## config.mk

```make
export PLATFORM = sky130hd
export DESIGN_NAME = byte_stream_reassembler_top
export DESIGN_NICKNAME = d
export VERILOG_FILES = /design/src/sv/bsr_pkg.sv /design/src/sv/bsr_ctrl.sv /design/src/sv/bsr_dp.sv /design/src/sv/byte_stream_reassembler_top.sv
export SDC_FILE = /design/constraint.sdc
export NUM_CORES = 1
export LEC_CHECK = 0
export ABC_CLOCK_PERIOD_IN_PS = 7500
export BUFFER_PORTS_ARGS = -buffer_cell sky130_fd_sc_hd__clkbuf_2
export CAP_MARGIN = 20
export CORE_MARGIN = 2
export CORE_UTILIZATION = 40
export DETAILED_ROUTE_END_ITERATION = 8
export PLACE_DENSITY = 0.57
export SLEW_MARGIN = 30
export SYNTH_ARGS = -nofsm -noshare
export SYNTH_HDL_FRONTEND = slang
export SYNTH_HIERARCHICAL = 1
export SYNTH_SLANG_ARGS = --single-unit
```

## constraint.sdc

```tcl
create_clock -name i_clk -period 7.5 [get_ports i_clk]
set_input_delay 1.5 -clock i_clk [delete_from_list [all_inputs] [get_ports i_clk]]
set_output_delay 1.5 -clock i_clk [all_outputs]
set_load 0.01 [all_outputs]
```

## src/sv/bsr_pkg.sv

```systemverilog
`default_nettype none
// ----------------------------------------------------------------------------
// bsr_pkg
// Shared constants and controller/datapath interface types for the byte
// stream reassembler.
// ----------------------------------------------------------------------------
package bsr_pkg;

    // reorder window depth in bytes
    localparam int WINDOW = 64;

    // field widths
    localparam int POS_W  = 32;
    localparam int BYTE_W = 8;
    localparam int HELD_W = 7;

    // slot index and in-window offset widths
    localparam int SLOT_W = $clog2(WINDOW);
    localparam int OFF_W  = $clog2(WINDOW + 1);

    // packed stream widths
    localparam int S_TDATA_W = 40;
    localparam int M_TDATA_W = 48;

    // commands from the sequencer to the datapath
    typedef struct packed {
        logic capture;      // latch the incoming beat
        logic store;        // update eof and write the byte into the window
        logic rd_head;      // read the window slot at the head
        logic emit_byte;    // release the head byte as a result
        logic emit_status;  // finish the item with a status-only result
    } t_dp_cmd;

    // status from the datapath to the sequencer
    typedef struct packed {
        logic at_end;       // next position has reached the end position
        logic head_valid;   // head slot holds a byte
        logic more;         // another byte follows the head in this run
        logic out_free;     // output register can take a result
    } t_dp_status;

endpackage : bsr_pkg
`default_nettype wire

```

## src/sv/bsr_ctrl.sv

```systemverilog
`default_nettype none
// ----------------------------------------------------------------------------
// bsr_ctrl
// Sequencer for the reassembler: accepts one beat, stores it, then drains
// contiguous window bytes into the output register, one per cycle while free.
// ----------------------------------------------------------------------------
module bsr_ctrl (
    input  wire                  i_clk,
    input  wire                  i_rst_n,
    input  wire                  i_in_valid,
    output logic                 o_in_ready,
    input  bsr_pkg::t_dp_status  i_status,
    output bsr_pkg::t_dp_cmd     o_cmd
);
    import bsr_pkg::*;

    typedef enum logic [3:0] {
        S_IDLE  = 4'b0001,
        S_STORE = 4'b0010,
        S_READ  = 4'b0100,
        S_DRAIN = 4'b1000
    } t_state;

    t_state r_state;
    t_state n_state;

    // state register
    always_ff @(posedge i_clk) begin
        if (!i_rst_n) begin
            r_state <= S_IDLE;
        end else begin
            r_state <= n_state;
        end
    end

    // next state and commands
    always_comb begin
        n_state    = r_state;
        o_in_ready = 1'b0;
        o_cmd      = '0;
        case (r_state)
            S_IDLE: begin
                o_in_ready = 1'b1;
                if (i_in_valid) begin
                    o_cmd.capture = 1'b1;
                    n_state       = S_STORE;
                end
            end
            S_STORE: begin
                o_cmd.store = 1'b1;
                n_state     = S_READ;
            end
            S_READ: begin
                o_cmd.rd_head = 1'b1;
                n_state       = S_DRAIN;
            end
            S_DRAIN: begin
                if (i_status.out_free) begin
                    if (i_status.at_end || !i_status.head_valid) begin
                        o_cmd.emit_status = 1'b1;
                        n_state           = S_IDLE;
                    end else begin
                        o_cmd.emit_byte = 1'b1;
                        if (!i_status.more) begin
                            n_state = S_IDLE;
                        end
                    end
                end
            end
            default: begin
                n_state = S_IDLE;
            end
        endcase
    end

`ifndef NO_ASSERTIONS
    // a beat is only taken while the sequencer is idle
    a_capture_idle: assert property (@(posedge i_clk) disable iff (!i_rst_n)
        o_cmd.capture |-> (r_state == S_IDLE))
        else $error("capture outside idle");

    // a store is always followed by the head read
    a_store_read: assert property (@(posedge i_clk) disable iff (!i_rst_n)
        o_cmd.store |=> o_cmd.rd_head)
        else $error("store not followed by head read");

    // a run ends by going idle after its last result
    a_last_idle: assert property (@(posedge i_clk) disable iff (!i_rst_n)
        (o_cmd.emit_status || (o_cmd.emit_byte && !i_status.more))
            |=> (r_state == S_IDLE))
        else $error("run did not end after last result");
`endif

endmodule : bsr_ctrl
`default_nettype wire

```

## src/sv/bsr_dp.sv

```systemverilog
`default_nettype none
// ----------------------------------------------------------------------------
// bsr_dp
// Reassembler datapath: window memory, per-slot valid bits, stream position
// tracking, end-of-stream tracking and the result output register.
// ----------------------------------------------------------------------------
module bsr_dp (
    input  wire                           i_clk,
    input  wire                           i_rst_n,
    input  bsr_pkg::t_dp_cmd              i_cmd,
    output bsr_pkg::t_dp_status           o_status,
    input  wire [bsr_pkg::POS_W-1:0]      i_stream_index,
    input  wire [bsr_pkg::BYTE_W-1:0]     i_data_byte,
    input  wire                           i_has_byte,
    input  wire                           i_eof_flag,
    input  wire                           i_out_ready,
    output logic                          o_out_valid,
    output logic [bsr_pkg::BYTE_W-1:0]    o_out_byte,
    output logic                          o_byte_valid,
    output logic [bsr_pkg::POS_W-1:0]     o_ack_position,
    output logic [bsr_pkg::HELD_W-1:0]    o_held_count,
    output logic                          o_stream_ended,
    output logic                          o_last_of_run
);
    import bsr_pkg::*;

    // window storage
    logic [BYTE_W-1:0] r_mem [WINDOW];
    logic [BYTE_W-1:0] r_rd_data;
    logic [WINDOW-1:0] r_valid;
    logic [WINDOW-1:0] n_valid;

    // stream state
    logic [POS_W-1:0]  r_next;
    logic [POS_W-1:0]  n_next;
    logic [SLOT_W-1:0] r_head;
    logic [SLOT_W-1:0] n_head;
    logic [HELD_W-1:0] r_held;
    logic [HELD_W-1:0] n_held;
    logic              r_eof_known;
    logic              n_eof_known;
    logic [OFF_W-1:0]  r_eof_off;
    logic [OFF_W-1:0]  n_eof_off;
    logic              r_ended;
    logic              n_ended;

    // captured beat
    logic [POS_W-1:0]  r_off;
    logic [BYTE_W-1:0] r_data;
    logic              r_has;
    logic              r_eof;

    // output register
    logic              r_o_valid;
    logic [BYTE_W-1:0] r_o_byte;
    logic              r_o_bvalid;
    logic [POS_W-1:0]  r_o_ack;
    logic [HELD_W-1:0] r_o_held;
    logic              r_o_ended;
    logic              r_o_last;

    // combinational helpers
    logic [POS_W-1:0]  end_off;
    logic              eof_ok;
    logic              known_upd;
    logic [OFF_W-1:0]  eoff_upd;
    logic              in_win;
    logic              keep;
    logic [SLOT_W:0]   slot_sum;
    logic [SLOT_W-1:0] wr_slot;
    logic              wr_en;
    logic [SLOT_W-1:0] head_inc;
    logic              at_end;
    logic              end_next;
    logic              more;
    logic              out_free;
    logic              rd_en;
    logic [SLOT_W-1:0] rd_addr;

    // store decision for the captured beat
    always_comb begin
        end_off   = r_off + POS_W'(r_has);
        eof_ok    = r_eof && (end_off <= POS_W'(WINDOW));
        known_upd = r_eof_known | eof_ok;
        eoff_upd  = eof_ok ? end_off[OFF_W-1:0] : r_eof_off;
        in_win    = r_off < POS_W'(WINDOW);
        keep      = r_has && in_win && !(known_upd && (r_off[OFF_W-1:0] >= eoff_upd));
        slot_sum  = {1'b0, r_head} + {1'b0, r_off[SLOT_W-1:0]};
        if (slot_sum >= (SLOT_W+1)'(WINDOW)) begin
            slot_sum = slot_sum - (SLOT_W+1)'(WINDOW);
        end
        wr_slot   = slot_sum[SLOT_W-1:0];
        wr_en     = i_cmd.store && !r_ended && keep;
    end

    // drain lookahead
    always_comb begin
        head_inc = (r_head == SLOT_W'(WINDOW - 1)) ? '0 : r_head + SLOT_W'(1);
        at_end   = r_eof_known && (r_eof_off == '0);
        end_next = r_eof_known && (r_eof_off == OFF_W'(1));
        more     = !end_next && r_valid[head_inc];
        out_free = !r_o_valid || i_out_ready;
        rd_en    = i_cmd.rd_head || i_cmd.emit_byte;
        rd_addr  = i_cmd.rd_head ? r_head : head_inc;
    end

    always_comb begin
        o_status.at_end     = at_end;
        o_status.head_valid = r_valid[r_head];
        o_status.more       = more;
        o_status.out_free   = out_free;
    end

    // window memory
    always_ff @(posedge i_clk) begin
        if (wr_en) begin
            r_mem[wr_slot] <= r_data;
        end
        if (rd_en) begin
            r_rd_data <= r_mem[rd_addr];
        end
    end

    // capture of the incoming beat
    always_ff @(posedge i_clk) begin
        if (i_cmd.capture) begin
            r_off  <= i_stream_index - r_next;
            r_data <= i_data_byte;
            r_has  <= i_has_byte;
            r_eof  <= i_eof_flag;
        end
    end

    // next stream state
    always_comb begin
        n_valid     = r_valid;
        n_next      = r_next;
        n_head      = r_head;
        n_held      = r_held;
        n_eof_known = r_eof_known;
        n_eof_off   = r_eof_off;
        n_ended     = r_ended;
        if (i_cmd.store && !r_ended) begin
            n_eof_known = known_upd;
            n_eof_off   = eoff_upd;
            if (wr_en && !r_valid[wr_slot]) begin
                n_valid[wr_slot] = 1'b1;
                n_held           = r_held + HELD_W'(1);
            end
        end
        if (i_cmd.emit_byte) begin
            n_valid[r_head] = 1'b0;
            n_next          = r_next + POS_W'(1);
            n_head          = head_inc;
            n_eof_off       = r_eof_off - OFF_W'(r_eof_known);
            n_held          = r_held - HELD_W'(1);
            if (end_next) begin
                n_valid = '0;
                n_held  = '0;
                n_ended = 1'b1;
            end
        end
        if (i_cmd.emit_status && at_end) begin
            n_valid = '0;
            n_held  = '0;
            n_ended = 1'b1;
        end
    end

    always_ff @(posedge i_clk) begin
        if (!i_rst_n) begin
            r_valid     <= '0;
            r_next      <= '0;
            r_head      <= '0;
            r_held      <= '0;
            r_eof_known <= 1'b0;
            r_eof_off   <= '0;
            r_ended     <= 1'b0;
        end else begin
            r_valid     <= n_valid;
            r_next      <= n_next;
            r_head      <= n_head;
            r_held      <= n_held;
            r_eof_known <= n_eof_known;
            r_eof_off   <= n_eof_off;
            r_ended     <= n_ended;
        end
    end

    // output register valid
    always_ff @(posedge i_clk) begin
        if (!i_rst_n) begin
            r_o_valid <= 1'b0;
        end else if (i_cmd.emit_byte || i_cmd.emit_status) begin
            r_o_valid <= 1'b1;
        end else if (i_out_ready) begin
            r_o_valid <= 1'b0;
        end
    end

    // output register payload
    always_ff @(posedge i_clk) begin
        if (i_cmd.emit_byte) begin
            r_o_byte   <= r_rd_data;
            r_o_bvalid <= 1'b1;
            r_o_ack    <= r_next + POS_W'(1);
            r_o_held   <= end_next ? '0 : r_held - HELD_W'(1);
            r_o_ended  <= end_next;
            r_o_last   <= !more;
        end else if (i_cmd.emit_status) begin
            r_o_byte   <= '0;
            r_o_bvalid <= 1'b0;
            r_o_ack    <= r_next;
            r_o_held   <= at_end ? '0 : r_held;
            r_o_ended  <= at_end;
            r_o_last   <= 1'b1;
        end
    end

    assign o_out_valid    = r_o_valid;
    assign o_out_byte     = r_o_byte;
    assign o_byte_valid   = r_o_bvalid;
    assign o_ack_position = r_o_ack;
    assign o_held_count   = r_o_held;
    assign o_stream_ended = r_o_ended;
    assign o_last_of_run  = r_o_last;

`ifndef NO_ASSERTIONS
    // held count tracks the valid bits
    a_held_count: assert property (@(posedge i_clk) disable iff (!i_rst_n)
        $countones(r_valid) == int'(r_held))
        else $error("held count out of step with valid bits");

    // a known end never lies beyond the window
    a_eof_range: assert property (@(posedge i_clk) disable iff (!i_rst_n)
        r_eof_known |-> (r_eof_off <= OFF_W'(WINDOW)))
        else $error("end offset beyond window");

    // a result is only loaded when the output register is free
    a_emit_free: assert property (@(posedge i_clk) disable iff (!i_rst_n)
        (i_cmd.emit_byte || i_cmd.emit_status) |-> out_free)
        else $error("result overwrote pending output");

    // reaching the end marks the stream ended and empties the window
    a_end_clear: assert property (@(posedge i_clk) disable iff (!i_rst_n)
        (i_cmd.emit_status && at_end) |=> (r_ended && (r_valid == '0)))
        else $error("end not recorded");
`endif

endmodule : bsr_dp
`default_nettype wire

```

## src/sv/byte_stream_reassembler_top.sv

```systemverilog
`default_nettype none
// ----------------------------------------------------------------------------
// byte_stream_reassembler_top
// In-order reassembly of a byte stream from position-tagged bytes.
// ----------------------------------------------------------------------------
// Input beats carry one stream byte with its 32-bit position (tdata), a flag
// saying whether a byte is present (tuser) and the end-of-stream mark (tlast).
// Bytes ahead of the next needed position wait in a 64-slot window; when the
// next needed byte is present, it and all contiguous held bytes are released
// in order, one output beat per byte. A beat that releases nothing yields one
// status beat (tuser low). Every output beat carries the ack position, the
// held byte count and the ended flag; tlast marks the final beat of an item.
// After accept the sequencer captures, stores, reads the head slot, then drains;
// the drain runs at one byte per cycle while the output register is free,
// paced by the window memory read port.
// Input is accepted only while the sequencer is idle, even when an output
// beat is still pending. When the receiver stalls, the drain holds.
// Reset empties the window, sets the next position to zero, clears the end
// state and drops any pending output beat.
// ----------------------------------------------------------------------------
module byte_stream_reassembler_top (
    input  wire                                i_clk,
    input  wire                                i_rst_n,
    input  wire                                i_s_axis_tvalid,
    output logic                               o_s_axis_tready,
    // stream_index[31:0], data_byte[39:32]
    input  wire [bsr_pkg::S_TDATA_W-1:0]       i_s_axis_tdata,
    // has_byte
    input  wire                                i_s_axis_tuser,
    // eof_flag
    input  wire                                i_s_axis_tlast,
    output logic                               o_m_axis_tvalid,
    input  wire                                i_m_axis_tready,
    // out_byte[7:0], ack_position[39:8], held_count[46:40], stream_ended[47]
    output logic [bsr_pkg::M_TDATA_W-1:0]      o_m_axis_tdata,
    // byte_valid
    output logic                               o_m_axis_tuser,
    // last_of_run
    output logic                               o_m_axis_tlast
);
    import bsr_pkg::*;

    t_dp_cmd           cmd;
    t_dp_status        status;
    logic [BYTE_W-1:0] out_byte;
    logic [POS_W-1:0]  ack_position;
    logic [HELD_W-1:0] held_count;
    logic              stream_ended;

    // sequencer
    bsr_ctrl u_ctrl (
        .i_clk      (i_clk),
        .i_rst_n    (i_rst_n),
        .i_in_valid (i_s_axis_tvalid),
        .o_in_ready (o_s_axis_tready),
        .i_status   (status),
        .o_cmd      (cmd)
    );

    // window and stream datapath
    bsr_dp u_dp (
        .i_clk          (i_clk),
        .i_rst_n        (i_rst_n),
        .i_cmd          (cmd),
        .o_status       (status),
        .i_stream_index (i_s_axis_tdata[POS_W-1:0]),
        .i_data_byte    (i_s_axis_tdata[POS_W +: BYTE_W]),
        .i_has_byte     (i_s_axis_tuser),
        .i_eof_flag     (i_s_axis_tlast),
        .i_out_ready    (i_m_axis_tready),
        .o_out_valid    (o_m_axis_tvalid),
        .o_out_byte     (out_byte),
        .o_byte_valid   (o_m_axis_tuser),
        .o_ack_position (ack_position),
        .o_held_count   (held_count),
        .o_stream_ended (stream_ended),
        .o_last_of_run  (o_m_axis_tlast)
    );

    // output beat packing
    assign o_m_axis_tdata = {stream_ended, held_count, ack_position, out_byte};

endmodule : byte_stream_reassembler_top
`default_nettype wire
```

==> flow_summary.ini, run 1 <==
[timing]
rsz0062_at_grt = false
slew_violations = 0
worst-slew-pin-transition_ns = 1.01
tns_ns = 0
final.setup_skew_ns = 0.0319
setup_viol = 0
maxSlewHeadroom_pct = 32.7
setup_slack_ns = 0.461
hold_viol = 0
fin_crit_ns = 7.04
max_freq_mhz = 142
min_period_over_period_pct = 93.9

[detailed_routing]
drtIter0Drc = 2089
routed_via_density = 5.91
routedWlPerCell_um = 24.5
drc = 0
drt_wl_total_um = 89100
ant_nets = 0
vias = 21505
drt_first_pass_iters = 6

[finish]
layout_common_cells = edfxtp_1 (611), nor2_1 (248), nand2_1 (182), mux4_2 (157), dfxtp_1 (124)
nNetsFinal = 2596
drive_above_1_share_pct = 20.7
syn_to_final_growth_pct = 13.3
diodes = 0
mostFrequentLayoutCell = edfxtp_1

[clocking]
clkSlewWorstSetupHoldPaths_ns = 0.06
ctsHoldBuffers = 0
clock_latency_ns = 0.64
cts_inserted_buffers = 78
htree_levels = 3
cts_tree = yes
cts-root-buf = clkbuf_16
cts_setup_buffers = 0
ctsResizeCount = 0
cts_max_path_buffers = 3
clock-sinks = 735

[power_and_ir_drop]
powerDensity_mw_per_mm2 = 230
p_leak_nw = 12.2
ir_drop_uv = 161
power_mw = 8.78

[critical_path]
cpMaxStageDelayCell = a211oi_1
max_stage_delay_ns = 0.82
crit_type = reg -> reg
crit_path_start_kind = register
path_cells = ha_1 > ha_1 > nand4_1 > or4_4 > or3_1 > a221oi_2 > o21ai_1 > nor4_4 > buf_4 > mux2i_1 > ha_1 > a21oi_1 > o21a_1 > o21ai_0 > a211oi_1 > nand2_1 > nor2_1
critPathArrivalTime_ns = 7.28
required_ns = 7.74
cpMostUsedCell = ha_1
crit_fanout = 8
end_kind = register

[placed_design]
place_ws_ns = 0.566
gp_congestion = 0.897
buffer_ports.inserted = 97
hpwlAfterDp_um = 57000

[floorplanning]
die_x_um = 294
die_h_um = 294
start_util_pct = 40.3
ios = 98
core_area_sq_mm = 0.0836
fp.dieArea_sq_mm = 0.0866
num_rows = 106

[job]
maxCapViolations = 0

[min_path]
holdCritPathClass = reg -> reg

[synthesis]
synth-async-reset-ratio_pct = 0
syn_area_sq_mm = 0.0337
ys_seq_area_share_pct = 61.8
synth_area_per_cell_sq_um = 14.0
ys_warn_count = 6
syn_nets = 2504
synth_edf_count = 611
ys.flop_type = edfxtp_1
synthCells = 2405
ys_seq_elements = 735
synth_cell_types = 84

[global_routing]
grt_pass1_vias = 21742
grt_first_pass_wirelength_um = 136000
grt_use_total_pct = 20.7
grt_max_degree = 68
grt_overflow = 0
grt_antenna_before_repair = 1

[run_status]
status = finished, final reports clean
-- routing by layer --
| layer | routed length [um] | part of all wire [%] | vias to the layer above | track usage (%) |
|---|---|---|---|---|
| met2 | 41600 | 47 | 946 | 33.3 |
| met5 | 0 | 0 | - | 0 |
| met3 | 6770 | 7.6 | 172 | 3.46 |
| met4 | 2580 | 2.9 | 0 | 7.09 |
| li1 | - | - | 9568 | - |
| met1 | 38200 | 43 | 10819 | 28.4 |
-- layout make-up --
type | count | area [sq um]
Tap cell | 1080 | 1350
Multi-Input combinational cell | 1479 | 12200
Sequential cell | 735 | 20800
Clock inverter | 40 | 497
Clock buffer | 103 | 2200
Inverter | 64 | 240
Fill cell | 7278 | 45400
Timing Repair Buffer | 139 | 833
-- worst paths after layout --
check	from	end	slack (ns)	depth (start not counted)
worst max-delay path	u_dp/r_has	u_dp/r_mem[15][5]	0.46	17
worst min register to register	u_dp/r_ended	u_dp/r_ended	0.47	1
worst min-delay path	u_dp/r_ended	u_dp/r_ended	0.47	1
worst max register to register	u_dp/r_has	u_dp/r_mem[15][5]	0.46	17
-- logic make-up after synthesis --
kind of cell | count (synthesis) | share of synthesized area (%)
AOI/OAI and AO/OA | 393 | 9.28
xor gates and xnor gates | 84 | 2.21
adders and majority gates | 53 | 2.01
buffers and inverters | 191 | 2.30
DFF | 735 | 61.8
muxes | 186 | 11.4
and+or+nand+nor | 763 | 11.0
-- state kept, by name, summed over array words and instances, names as in the netlist, 8 cells and up --
signal and cells:
u_dp/o_out_byte 8, u_dp/o_ack_position 32, u_dp/r_next 32, u_dp/r_valid 64, u_dp/r_data 8, u_dp/r_rd_data 8, u_dp/r_mem 512, u_dp/r_off 32
-- power by group --
group / switching (mW) / internal, mW
logic: 0.225 / 0.0951
registers: 0.0352 / 4.45
clock network: 1.63 / 2.33
-- worst max-delay path, delay by kind of cell (launching register included) --
family,cells,cell delay (ns)
simple gates,6,3.07
mux,1,0.26
compound gates,6,1.92
buf+inv,1,0.25
flops,1,0.39
fa+ha+maj,3,0.76
-- per-stage QoR --
step | std cells | hold slack (ns) | area, sq um | util (%)
global route | 3640 | 0.498 | 38200 | 45.7
CTS | 3640 | 0.470 | 38200 | 45.7
finish | 3640 | 0.466 | 38200 | 45.7
global placement | 3496 | 0.447 | 35400 | 42.4
floorplan | 2405 | 0.441 | 33700 | -
detailed placement | 3497 | 0.456 | 35500 | 42.5
-- synthesized netlist by cell type (all sizes together), types with 27 or more instances --
library cell    n  area [sq um]
edfxtp        611         18300
nor2          250           938
nand2         183           689
mux4          157          3540
dfxtp         124          2480
clkbuf         88           333
and2           72           450
xnor2          65           577
inv            63           236
a21oi          59           295
o221a          57           642
o21ai          56           280
ha             51           638
nor3           44           220
buf            39           201
nand3          38           195
a31oi          34           213
nor4           27           190
(Power assumes the default switching activity.)
==> inputs of run 2 (changes only) <==
--- a/config.mk
+++ b/config.mk
@@ -10,6 +10,7 @@
 export CAP_MARGIN = 20
 export CORE_MARGIN = 2
 export CORE_UTILIZATION = 40
+export CTS_BUF_LIST = sky130_fd_sc_hd__clkbuf_4
 export DETAILED_ROUTE_END_ITERATION = 8
 export PLACE_DENSITY = 0.57
 export SLEW_MARGIN = 30
==> run 2 against run 1 <==
Compared with the run above: non-clock buffer count unchanged; maximum frequency up 0.97%; combinational power about the same; first-iteration DRC count down 1.3%; total power down 5.9%; final area down 0.65%; routed wire length up 1.2%; clock power down 13%; highest routed layer unchanged; clock-buffer cell count up 158.
==> flow_summary.ini, run 2 (synthesis results as in run 1) <==
[critical_path]
max_stage_delay_ns = 0.83
path_cells = ha_1 > ha_1 > nand4_1 > or4_4 > or3_1 > a221oi_2 > o21ai_1 > nor4_4 > buf_4 > mux2i_1 > ha_1 > a21oi_1 > o21a_1 > o21ai_0 > a211oi_1 > nand2_1 > nor2_1
cpMaxStageDelayCell = a211oi_1
cpMostUsedCell = ha_1
crit_fanout = 8
end_kind = register
required_ns = 8.11
cp_num_buf_inv = 1
critPathArrivalTime_ns = 7.58
path_delay_family = simple AND/OR/NAND/NOR gates
crit_path_start_kind = register
crit_type = reg -> reg

[timing]
setup_slack_ns = 0.529
rsz0062_at_grt = false
fin_hold_ws_ns = 0.465
worst-slew-pin-transition_ns = 0.994
hold_viol = 0
max_freq_mhz = 143
fin_crit_ns = 6.97
min_period_over_period_pct = 93.0
tns_ns = 0
maxSlewHeadroom_pct = 33.6
slew_violations = 0
setup_viol = 0
final.setup_skew_ns = 0.0905

[power_and_ir_drop]
powerDensity_mw_per_mm2 = 218
seqPwrFrac_pct = 54.3
p_comb_share_pct = 3.9
ir_drop_uv = 126
p_leak_nw = 12.3
intPower_mw = 6.37
p_switching_mw = 1.89
switching_share_pct = 22.9
clkPwrFrac_pct = 41.8

[finish]
drive_above_1_share_pct = 25.0
layout_common_cells = edfxtp_1 (611), clkbuf_4 (261), nor2_1 (248), nand2_1 (182), mux4_2 (157)
largest_reg_flops = 512
mostFrequentLayoutCell = edfxtp_1
largestRegisters = u_dp/r_mem: 512 flops, u_dp/r_valid: 64 flops
layout.cells.non_filler = 3836
syn_to_final_growth_pct = 12.6
top_register = u_dp/r_mem
nFillCells = 7444
nNetsFinal = 2704

[detailed_routing]
drt_first_pass_iters = 5
drc = 0
drt_wl_total_um = 90200
routed_via_density = 5.78
routedWlPerCell_um = 23.5
vias = 22177
drtIter0Drc = 2062
ant_nets = 0

[floorplanning]
ios = 98
die_h_um = 294
start_util_pct = 40.3
die_x_um = 294
core_area_sq_mm = 0.0836
fp.dieArea_sq_mm = 0.0866
num_rows = 106

[clocking]
cts_inserted_buffers = 186
cts_max_path_buffers = 3
cts_setup_buffers = 0
clock-sinks = 735
clock_latency_ns = 1.03
clkSlewWorstSetupHoldPaths_ns = 0.06
htree_levels = 4
cts_tree = yes
ctsHoldBuffers = 0
cts-root-buf = clkbuf_4
ctsResizeCount = 0

[placed_design]
gp_congestion = 0.897
dp.cells = 3497
place_ws_ns = 0.566
hpwlAfterDp_um = 57000
buffer_ports.inserted = 97

[global_routing]
grt_pass1_vias = 22632
grt_antenna_before_repair = 3
grt_use_total_pct = 21.1
grt_first_pass_wirelength_um = 138000
grt_overflow = 0
grt_max_degree = 68

[min_path]
holdCritPathClass = reg -> reg

[job]
maxCapViolations = 0

[run_status]
status = finished, final reports clean
==> run 2: cell type report <==
type	instances	area, sq um	area share, %
sequential	735	20800	54.9
multi-input combinational	1479	12200	32.3
clock buffer	261	1960	5.16
tap	1080	1350	3.56
timing repair buffer	139	833	2.20
clock inverter	77	487	1.28
inverter	64	240	0.633
antenna	1	2.50	0.00659
==> run 2: final timing paths <==
path / start / to / slack [ns] / depth (start not counted)
worst min register to register: u_dp/r_ended / u_dp/r_ended / 0.47 / 1
worst max register to register: u_dp/r_has / u_dp/r_mem[15][3] / 0.53 / 17
worst min-delay path: u_dp/r_ended / u_dp/r_ended / 0.47 / 1
worst max-delay path: u_dp/r_has / u_dp/r_mem[15][3] / 0.53 / 17
==> run 2: metal layers <==
layer / up-vias / GRT usage [%] / part of all wire [%] / routed length [um]
met1: 11064 / 28.2 / 42 / 37900
met3: 176 / 5.12 / 8.1 / 7320
met5: - / 0 / 0 / 0
met4: 0 / 7.55 / 2.8 / 2500
li1: 9919 / - / - / -
met2: 1018 / 33.6 / 47 / 42400
==> run 2: power by group through the flow <==
stage                     logic, mW  clock network [mW]  registers (mW)
after floorplan               0.186                   0            4.58
after global placement        0.317                   0            4.57
after detailed placement      0.318                   0            4.57
after CTS                     0.320                3.57            4.49
after global routing          0.350                3.78            4.49
final                         0.320                3.45            4.49
==> run 2: stage by stage <==
step	util, %	cell area [sq um]	power (mW)
floorplan	-	33700	4.77
global placement	42.4	35400	4.89
detailed placement	42.5	35500	4.89
CTS	45.4	37900	8.38
global route	45.4	38000	8.61
finish	45.4	38000	8.26
